## src/ftt_pkg.sv

```systemverilog
// ----------------------------------------------------------------------------
// ftt_pkg
// shared constants, types and the digit helper for the frame count to
// timecode text converter
// ----------------------------------------------------------------------------
package ftt_pkg;

  localparam int unsigned FRAME_RATE_DEF = 25;

  localparam int unsigned CNT_W   = 32;  // frame count / magnitude width
  localparam int unsigned CHAR_W  = 8;
  localparam int unsigned FIELD_W = 6;   // one timecode field, 0..59
  localparam int unsigned SEC_W   = 32;  // total seconds (frame rate may be 1)
  localparam int unsigned MIN_W   = 26;  // total minutes, below 2^31 / 60
  localparam int unsigned HOUR_W  = 20;  // total hours, below 2^26 / 60

  localparam int unsigned SECS_PER_MIN  = 60;
  localparam int unsigned MINS_PER_HOUR = 60;
  localparam int unsigned HOURS_PER_DAY = 24;

  localparam int unsigned TC_LEN  = 11;  // "HH:MM:SS:FF"
  localparam int unsigned MAX_LEN = 12;  // with leading minus
  localparam int unsigned LEN_W   = 4;

  typedef logic [CHAR_W-1:0] char_t;

  localparam char_t DIGIT_BASE = 8'h30;
  localparam char_t SEP_CHAR   = 8'h3A;
  localparam char_t MINUS_CHAR = 8'h2D;

  // two ascii digits of a value below 64: tens via multiply by 13/128
  function automatic logic [2*CHAR_W-1:0] digit_pair(input logic [FIELD_W-1:0] v);
    logic [9:0]         p;
    logic [2:0]         t;
    logic [FIELD_W-1:0] lo;
    p  = 10'(v) * 10'd13;
    t  = p[9:7];
    lo = v - FIELD_W'(6'(t) * 6'd10);
    return {DIGIT_BASE | {5'd0, t}, DIGIT_BASE | {4'd0, lo[3:0]}};
  endfunction

endpackage

```

## src/ftt_if.sv

```systemverilog
// ----------------------------------------------------------------------------
// ftt_if
// valid/ready channels: frame count requests in, characters out
// ----------------------------------------------------------------------------
interface ftt_in_if;
  logic                                valid;
  logic                                ready;
  logic signed [ftt_pkg::CNT_W-1:0]    frame_count;

  modport source (output valid, output frame_count, input ready);
  modport sink   (input valid, input frame_count, output ready);
endinterface

interface ftt_out_if;
  logic                 valid;
  logic                 ready;
  ftt_pkg::char_t       char_code;
  logic                 is_last;

  modport source (output valid, output char_code, output is_last, input ready);
  modport sink   (input valid, input char_code, input is_last, output ready);
endinterface

```

## src/ftt_divc.sv

```systemverilog
// ----------------------------------------------------------------------------
// ftt_divc
// two-stage divide by a constant: reciprocal multiply, then one
// correction step; carries a side payload alongside
// ----------------------------------------------------------------------------
module ftt_divc #(
  parameter int unsigned DIVISOR = 60,
  parameter int unsigned DW      = 32,
  parameter int unsigned QW      = 32,
  parameter int unsigned RW      = 6,
  parameter int unsigned SW      = 1
) (
  input  logic          clk_i,
  input  logic          rst_ni,
  input  logic          en_i,
  input  logic          valid_i,
  input  logic [DW-1:0] dividend_i,
  input  logic [SW-1:0] side_i,
  output logic          valid_o,
  output logic [QW-1:0] quot_o,
  output logic [RW-1:0] rem_o,
  output logic [SW-1:0] side_o
);

  // floor((2^32-1)/d): estimate is low by at most one for dividends up to 2^31
  localparam logic [31:0] Recip = 32'(64'hFFFF_FFFF / 64'(DIVISOR));

  logic [DW+31:0] prod;
  logic           v1_q, v2_q;
  logic [DW-1:0]  dvd_q, qe_q;
  logic [SW-1:0]  side1_q, side2_q;
  logic [DW-1:0]  back, rem_full, quot_d, rem_d;
  logic           fix;
  logic [QW-1:0]  quot_q;
  logic [RW-1:0]  rem_q;

  assign prod = (DW+32)'(dividend_i) * (DW+32)'(Recip);

  assign back     = qe_q * DW'(DIVISOR);
  assign rem_full = dvd_q - back;
  assign fix      = rem_full >= DW'(DIVISOR);
  assign quot_d   = fix ? qe_q + DW'(1) : qe_q;
  assign rem_d    = fix ? rem_full - DW'(DIVISOR) : rem_full;

  always_ff @(posedge clk_i or negedge rst_ni) begin
    if (!rst_ni) begin
      v1_q <= 1'b0;
      v2_q <= 1'b0;
    end else if (en_i) begin
      v1_q <= valid_i;
      v2_q <= v1_q;
    end
  end

  always_ff @(posedge clk_i) begin
    if (en_i) begin
      dvd_q   <= dividend_i;
      qe_q    <= prod[DW+31:32];
      side1_q <= side_i;
      quot_q  <= quot_d[QW-1:0];
      rem_q   <= rem_d[RW-1:0];
      side2_q <= side1_q;
    end
  end

  assign valid_o = v2_q;
  assign quot_o  = quot_q;
  assign rem_o   = rem_q;
  assign side_o  = side2_q;

endmodule

```

## src/frames_to_timecode_text.sv

```systemverilog
// a request is registered at the input, passes the frame, second, minute and
// hour dividers and is loaded into the character shift line; it gives 11
// characters (12 when negative) on the one-character port, and while they drain
// later requests enter the dividers, which stall while a finished one waits
// reset: asynchronous, active low; clears all valid bits and the character count
// ----------------------------------------------------------------------------
// frames_to_timecode_text
// signed frame count to ascii timecode [-]HH:MM:SS:FF, 11 or 12 chars per request
// ----------------------------------------------------------------------------
module frames_to_timecode_text #(
  parameter int unsigned FRAME_RATE = ftt_pkg::FRAME_RATE_DEF
) (
  input  logic       clk_i,
  input  logic       rst_ni,
  ftt_in_if.sink     in_i,
  ftt_out_if.source  out_o
);

  localparam int unsigned FW = ftt_pkg::FIELD_W;

  logic                         en, load, deliver;
  logic [ftt_pkg::CNT_W-1:0]    raw, mag_q;
  logic                         v0_q, neg_q;

  logic                         v1, v2, v3, v4;
  logic [ftt_pkg::SEC_W-1:0]    secs;
  logic [ftt_pkg::MIN_W-1:0]    mins;
  logic [ftt_pkg::HOUR_W-1:0]   hours;
  logic [FW-1:0]                ff1, ss2, mm3, hh4;
  logic [0:0]                   side1;
  logic [FW:0]                  side2;
  logic [2*FW:0]                side3;
  logic [3*FW:0]                side4;
  logic                         neg4;
  logic [FW-1:0]                ff4, ss4, mm4;

  ftt_pkg::char_t               tc [ftt_pkg::TC_LEN];
  ftt_pkg::char_t               chars_d [ftt_pkg::MAX_LEN];
  ftt_pkg::char_t               ch_q [ftt_pkg::MAX_LEN];
  logic [ftt_pkg::LEN_W-1:0]    cnt_q;

  // pipeline advances unless the finished request waits on a busy serializer
  assign deliver = (cnt_q != '0) && out_o.ready;
  assign load    = v4 && ((cnt_q == '0) || ((cnt_q == ftt_pkg::LEN_W'(1)) && out_o.ready));
  assign en      = !v4 || load;
  assign in_i.ready = en;

  assign raw = unsigned'(in_i.frame_count);

  always_ff @(posedge clk_i or negedge rst_ni) begin
    if (!rst_ni) begin
      v0_q <= 1'b0;
    end else if (en) begin
      v0_q <= in_i.valid;
    end
  end

  always_ff @(posedge clk_i) begin
    if (en) begin
      neg_q <= raw[ftt_pkg::CNT_W-1];
      mag_q <= raw[ftt_pkg::CNT_W-1] ? ('0 - raw) : raw;
    end
  end

  assign side1 = neg_q;

  ftt_divc #(
    .DIVISOR (FRAME_RATE),
    .DW      (ftt_pkg::CNT_W),
    .QW      (ftt_pkg::SEC_W),
    .RW      (FW),
    .SW      (1)
  ) u_div_frames (
    .clk_i      (clk_i),
    .rst_ni     (rst_ni),
    .en_i       (en),
    .valid_i    (v0_q),
    .dividend_i (mag_q),
    .side_i     (side1),
    .valid_o    (v1),
    .quot_o     (secs),
    .rem_o      (ff1),
    .side_o     (side2[FW])
  );

  assign side2[FW-1:0] = ff1;

  ftt_divc #(
    .DIVISOR (ftt_pkg::SECS_PER_MIN),
    .DW      (ftt_pkg::SEC_W),
    .QW      (ftt_pkg::MIN_W),
    .RW      (FW),
    .SW      (FW+1)
  ) u_div_secs (
    .clk_i      (clk_i),
    .rst_ni     (rst_ni),
    .en_i       (en),
    .valid_i    (v1),
    .dividend_i (secs),
    .side_i     (side2),
    .valid_o    (v2),
    .quot_o     (mins),
    .rem_o      (ss2),
    .side_o     (side3[2*FW:FW])
  );

  assign side3[FW-1:0] = ss2;

  ftt_divc #(
    .DIVISOR (ftt_pkg::MINS_PER_HOUR),
    .DW      (ftt_pkg::MIN_W),
    .QW      (ftt_pkg::HOUR_W),
    .RW      (FW),
    .SW      (2*FW+1)
  ) u_div_mins (
    .clk_i      (clk_i),
    .rst_ni     (rst_ni),
    .en_i       (en),
    .valid_i    (v2),
    .dividend_i (mins),
    .side_i     (side3),
    .valid_o    (v3),
    .quot_o     (hours),
    .rem_o      (mm3),
    .side_o     (side4[3*FW:FW])
  );

  assign side4[FW-1:0] = mm3;

  // whole days are dropped, only the remainder is kept
  ftt_divc #(
    .DIVISOR (ftt_pkg::HOURS_PER_DAY),
    .DW      (ftt_pkg::HOUR_W),
    .QW      (1),
    .RW      (FW),
    .SW      (3*FW+1)
  ) u_div_hours (
    .clk_i      (clk_i),
    .rst_ni     (rst_ni),
    .en_i       (en),
    .valid_i    (v3),
    .dividend_i (hours),
    .side_i     (side4),
    .valid_o    (v4),
    .quot_o     (),
    .rem_o      (hh4),
    .side_o     ({neg4, ff4, ss4, mm4})
  );

  always_comb begin
    {tc[0], tc[1]}  = ftt_pkg::digit_pair(hh4);
    tc[2]           = ftt_pkg::SEP_CHAR;
    {tc[3], tc[4]}  = ftt_pkg::digit_pair(mm4);
    tc[5]           = ftt_pkg::SEP_CHAR;
    {tc[6], tc[7]}  = ftt_pkg::digit_pair(ss4);
    tc[8]           = ftt_pkg::SEP_CHAR;
    {tc[9], tc[10]} = ftt_pkg::digit_pair(ff4);
    if (neg4) begin
      chars_d[0] = ftt_pkg::MINUS_CHAR;
      for (int i = 0; i < ftt_pkg::TC_LEN; i++) begin
        chars_d[i+1] = tc[i];
      end
    end else begin
      for (int i = 0; i < ftt_pkg::TC_LEN; i++) begin
        chars_d[i] = tc[i];
      end
      chars_d[ftt_pkg::MAX_LEN-1] = '0;
    end
  end

  always_ff @(posedge clk_i or negedge rst_ni) begin
    if (!rst_ni) begin
      cnt_q <= '0;
    end else if (load) begin
      cnt_q <= neg4 ? ftt_pkg::LEN_W'(ftt_pkg::MAX_LEN) : ftt_pkg::LEN_W'(ftt_pkg::TC_LEN);
    end else if (deliver) begin
      cnt_q <= cnt_q - ftt_pkg::LEN_W'(1);
    end
  end

  // shift line: the head character is always at index 0
  always_ff @(posedge clk_i) begin
    if (load) begin
      ch_q <= chars_d;
    end else if (deliver) begin
      for (int i = 0; i < ftt_pkg::MAX_LEN - 1; i++) begin
        ch_q[i] <= ch_q[i+1];
      end
      ch_q[ftt_pkg::MAX_LEN-1] <= '0;
    end
  end

  assign out_o.valid     = cnt_q != '0;
  assign out_o.char_code = ch_q[0];
  assign out_o.is_last   = cnt_q == ftt_pkg::LEN_W'(1);

endmodule

```

## src/flat_wrapper.sv

```systemverilog
// flat-port wrapper written by rule: the top's interface ports become plain ports
module frames_to_timecode_text_flat 
#(
  parameter int unsigned FRAME_RATE = ftt_pkg::FRAME_RATE_DEF
)
  (clk_i, rst_ni, in_i_valid, in_i_frame_count, in_i_ready, out_o_valid, out_o_char_code, out_o_is_last, out_o_ready);
  ftt_in_if in_i_i ();
  ftt_out_if out_o_i ();
  input  logic clk_i;
  input  logic rst_ni;
  input wire logic [$bits(in_i_i.valid)-1:0] in_i_valid;
  input wire logic [$bits(in_i_i.frame_count)-1:0] in_i_frame_count;
  output wire logic [$bits(in_i_i.ready)-1:0] in_i_ready;
  output wire logic [$bits(out_o_i.valid)-1:0] out_o_valid;
  output wire logic [$bits(out_o_i.char_code)-1:0] out_o_char_code;
  output wire logic [$bits(out_o_i.is_last)-1:0] out_o_is_last;
  input wire logic [$bits(out_o_i.ready)-1:0] out_o_ready;
  assign in_i_i.valid = in_i_valid;
  assign in_i_i.frame_count = in_i_frame_count;
  assign in_i_ready = in_i_i.ready;
  assign out_o_valid = out_o_i.valid;
  assign out_o_char_code = out_o_i.char_code;
  assign out_o_is_last = out_o_i.is_last;
  assign out_o_i.ready = out_o_ready;
  frames_to_timecode_text #(.FRAME_RATE(FRAME_RATE)) u_core (.clk_i(clk_i), .rst_ni(rst_ni), .in_i(in_i_i), .out_o(out_o_i));
endmodule
```

## config.mk

```make
export PLATFORM = sky130hd
export DESIGN_NAME = frames_to_timecode_text_flat
export DESIGN_NICKNAME = d
export VERILOG_FILES = /design/src/ftt_pkg.sv /design/src/ftt_if.sv /design/src/ftt_divc.sv /design/src/frames_to_timecode_text.sv /design/src/flat_wrapper.sv
export SDC_FILE = /design/constraint.sdc
export NUM_CORES = 2
export LEC_CHECK = 0
export BUFFER_PORTS_ARGS = -buffer_cell sky130_fd_sc_hd__buf_4
export CAP_MARGIN = 5
export CORE_AREA = 2 2 356 358
export DETAILED_ROUTE_END_ITERATION = 10
export DIE_AREA = 0 0 358 360
export PLACE_DENSITY_LB_ADDON = 0.25
export SYNTH_ARGS = -nofsm -noshare
export SYNTH_HDL_FRONTEND = slang
export SYNTH_SLANG_ARGS = --single-unit
```

## constraint.sdc

```tcl
create_clock -name clk_i -period 22.1 [get_ports clk_i]
set_clock_uncertainty 0.05 [all_clocks]
set_input_delay 4.42 -clock clk_i [delete_from_list [all_inputs] [get_ports clk_i]]
set_output_delay 4.42 -clock clk_i [all_outputs]
set_load 0.05 [all_outputs]
```

Word-level counts from Yosys, hierarchy flattened:

Cells that the tools add are included.

* input bits: 36
* logic and storage cells: 110
* output and inout port bits: 11
* bits in registers: 520

* $add $sub $neg: 17
* reductions and logical operators: 9
* multipliers: 16
* muxes and demuxes: 14
* order comparisons: 4
* equality and inequality tests: 1

Operators by type and width (number)
* $mux 96: 2
* $mux 93: 1
* $mul 32x28->60 const B: 1
* $mul 29x25->54 const B: 1
* $mul 26x25->51 const B: 1
* $mul 20x27->47 const B: 1
* $mul 6x4->10 const B: 4
* $ge 32x5->1 const B: 1
* $ge 32x6->1 const B: 1
* $mul 28x5->32 const B: 1
* $sub 1x32->32 const A: 1
* $sub 29x32->32: 1
* $sub 32x32->32: 1
* $mux 31: 1
* $mul 27x4->30 const B: 1
* $add 28x1->29 const B: 1
* $mux 28: 1
* $add 26x1->26 const B: 1
* $ge 26x6->1 const B: 1
* $mux 26: 1
* $sub 26x26->26: 1
* $mul 21x4->24 const B: 1
* $mux 6: 4
* $add 20x1->20 const B: 1
* 18 further kinds: 30

Depth between registers and ports, before layout:

* depth in word-level cells: 5
* depth in mapped cells: 31
* gate-level depth less buffers: 30

Hierarchy:

Synthesis repeated with hierarchy kept, for this count alone.

* cell total of the unflattened synthesis: 6424
* area total of the unflattened synthesis: 66775.3 µm²

By module, submodules not included
* ftt_divc at u_core.u_div_frames: sequential area each 2962.8 µm², cells each 2328, area an instance 23153.5 µm², instances 1
* ftt_divc at u_core.u_div_secs: sequential area each 3203.1 µm², cells each 1515, area an instance 15324.7 µm², instances 1
* ftt_divc at u_core.u_div_mins: sequential area each 3022.9 µm², cells each 1187, area an instance 12733.5 µm², instances 1
* ftt_divc at u_core.u_div_hours: sequential area each 2482.4 µm², cells each 838, area an instance 9384.0 µm², instances 1
* frames_to_timecode_text: sequential area each 2947.8 µm², cells each 556, area an instance 6179.7 µm², instances 1

Worst setup path after synthesis:

No wires, ideal clock.

* path type: input to output
* from: input port out_o_ready
* to: output port in_i_ready
* data arrival time: 13451 ps
* slack: 4179 ps
* required time: 17630 ps
* stages: 2
* buffers on the path: 0
* cell sequence: a21oi_1 nand2_1

* word-level cells in the longest chain between the ends: 4

Ends and longest elaborated chain
* from (decl): line flat_wrapper.sv:17 `input wire logic [$bits(out_o_i.ready)-1:0] out_o_ready;`
* $logic_and 1x1->1: line frames_to_timecode_text.sv:44 `assign load = v4 && ((cnt_q == '0) || ((cnt_q == ftt_pkg::LEN_W'(1)) && out_o.ready));`
* $logic_or 1x1->1: line frames_to_timecode_text.sv:44
* $logic_and 1x1->1: line frames_to_timecode_text.sv:44
* $logic_or 1x1->1: line frames_to_timecode_text.sv:45 `assign en = !v4 || load;`
* to (decl): line flat_wrapper.sv:13 `output wire logic [$bits(in_i_i.ready)-1:0] in_i_ready;`

Every way passes these cells.

Worst setup path in the final report:

Same ends and word-level chain as after synthesis.

==> metrics.txt <==
final setup vio count 0; CP startpoint kind primary input; 1st-iter DRT viols 2298; min cycle time layout 9.857 ns; Distinct cells, synth 94; Clock Path Buffers 3; router iterations before antenna repair 5; die area 128900 um2; initial antenna violation count 2; core region area 124900 um2; # H-tree levels 2; max_cap viols 0; hold path depth 0; Synth Flop Type edfxtp_1; Num CTS Buffers 56; Slew @ Worst Pin 1.064 ns; vias in the first global route 42350; critical path endpoint category primary output; worst-skew pair later-pin latency 0.66 ns; GR Overflow Total 0; post-CTS setup buffers 0; flop-to-flop setup slack 13.51 ns; nets@finish 7770; CP arrival 5.39 ns; Setup WS pre-CTS 12.18 ns; worst path required time 17.63 ns; Seq cells post-synth 480; Hold Path End u_core.u_div_mins.side_o[7]$_DFFE_PP_; DRT antenna net count 0; Post-Route WL 137400 um; max_slew headroom 28.82%; Detail Placement HPWL 115900 um; synthesized area 62100 um2; CP Max Fanout 3; Async SR Flop Fraction 2.708%; fin. max-slew vios 0; starting density of the core 49.71%; residual DRC count 0; Port Buf Inserts 44; Avg Inst Size Synth 10.92 um2; WL/cell 18.44 um; share of layout cells above drive strength 1 3.604%; I/O Pins 47; via count 40010; global-route wire length before repair 227300 um; setup_tns 0 ns; fmax 101.4 MHz; status complete, no violations; Post-Syn Instances 5687; CTS hold repair buffers 0; CTS sink cnt 480; GRT Util Overall 22.20%; FF-to-FF End u_core.u_div_secs.quot_o[20]$_DFFE_PP_; Hold Fails Final Rpt 0; clock-pin slew on the worst setup and hold paths 0.06 ns; Final period util 44.60%; largest net degree at the start of global routing 125; Ys Warns 0; CTS Root Cell clkbuf_16; Vias/cell 5.371; Die Span Y 360 um; Worst Hold Class reg2reg; R2R depth 30; die width 358 um; Hold Crit Start u_core.u_div_mins.side1_q[7]$_DFFE_PP_; unrepaired setup endpoints after global routing no; Setup WS post-layout 12.24 ns; number of synthesized flops with an enable pin 467; row cnt 130; CTS tree built; routability cong. 0.9293; crit path kind in2out; R2R Path Start u_core.u_div_secs.qe_q[2]$_DFFE_PP_; sequential share of the synthesized area 23.11%; cts repair resizes 0; Area growth, synth to finish 6.829%
[layout by cell type (no fill, tap or decap), types with 24 or more instances in the layout]
master,netlist,routed
a21o_1,105,105
a21oi_1,212,212
a31oi_1,29,29
and2_1,26,26
and3_1,37,37
buf_4,11,63
clkbuf_16,0,58
edfxtp_1,467,467
fa_1,757,757
ha_1,1225,1225
inv_1,1215,1214
nand2_1,198,197
nand2b_1,44,43
nand3_1,76,76
nand4_1,52,52
nor2_1,182,182
nor2b_1,37,36
nor3_1,59,59
o21a_1,52,52
o21ai_0,147,147
o21bai_1,34,34
or3_1,24,24
xnor2_1,218,218
xor2_1,76,76
[kinds of logic after synthesis]
family	synth area share (%)
adders and majority gates	49.09
AOI/OAI and AO/OA	8.743
other	0.006039
DFF	23.11
muxes	0.4937
and+or+nand+nor	6.595
xor gates and xnor gates	4.183
buffers and inverters	7.784
[layout make-up]
class	count	area (um2)
inverter	1217	4568
clock buffer	65	1478
sequential	480	14350
timing repair buffer	64	493.0
multi-input combinational	3933	42930
antenna	1	2.502
clock inverter	40	451.7
tap	1650	2064
fill	11040	58580
[routing by layer]
| metal | part of all wire (%) | vias up | GRT usage (%) |
|---|---|---|---|
| li1 | - | 19330 | - |
| met1 | 46 | 19900 | 31.26 |
| met2 | 48 | 653 | 37.22 |
| met3 | 3.9 | 133 | 2.286 |
| met4 | 1.8 | 4 | 4.340 |
| met5 | 0.019 | - | 0 |
[state kept, by name, summed over array words and instances, names as in the netlist, 13 cells and up]
register,flops
u_core.u_div_hours.side_o,19
u_core.u_div_mins.qe_q,21
u_core.u_div_frames.dvd_q,32
u_core.u_div_secs.quot_o,25
u_core.mag_q,32
u_core.u_div_mins.side1_q,13
u_core.u_div_secs.qe_q,24
u_core.u_div_frames.quot_o,29
u_core.u_div_frames.qe_q,28
u_core.u_div_mins.side_o,13
u_core.u_div_mins.dvd_q,25
u_core.u_div_secs.dvd_q,29
u_core.u_div_mins.quot_o,20
u_core.u_div_hours.dvd_q,20
u_core.u_div_hours.side1_q,19
u_core.u_div_hours.qe_q,16
u_core.ch_q,55
[stage by stage]
step | utilization (%) | instances | instance area [um2] | hold WS (ns)
floorplan | - | 5688 | 62100 | 0.3503
global placement | 51.56 | 7344 | 64400 | 0.3525
detailed placement | 51.56 | 7344 | 64400 | 0.3545
CTS | 53.10 | 7449 | 66330 | 0.3623
global route | 53.10 | 7449 | 66330 | 0.3666
finish | 53.10 | 7450 | 66340 | 0.3630
[critical path, stage by stage]
cell and delay [ns]:
buf_4 0.11, a21oi_1 0.32, nand2_4 0.23, buf_4 0.27
[cell usage after synthesis (all sizes together) (28+ instances only)]
cell type	number	share of area (%)
ha	1225	25
inv	1217	7.4
fa	757	24
edfxtp	467	23
xnor2	218	3.1
a21oi	213	1.7
nand2	198	1.2
nor2	183	1.1
o21ai	153	1.2
a21o	105	1.3
nand3	76	0.61
xor2	76	1.1
nor3	59	0.48
nand4	52	0.52
o21a	52	0.63
nand2b	44	0.44
clkbuf	41	0.25
and3	37	0.37
nor2b	37	0.37
o21bai	34	0.41
a31oi	29	0.29
and2	28	0.28
[how the worst max path moves through the flow]
stage          cells after the start          to        start
2_1_floorplan                      2  in_i_ready  out_o_ready
3_5_place_dp                       4  in_i_ready  out_o_ready
5_1_grt                            4  in_i_ready  out_o_ready
3_3_place_gp                       4  in_i_ready  out_o_ready
6_report                           4  in_i_ready  out_o_ready
4_1_cts                            4  in_i_ready  out_o_ready
Power is not shown: default switching activity piles up to over one toggle a cycle in this logic, so the estimate is an artifact.
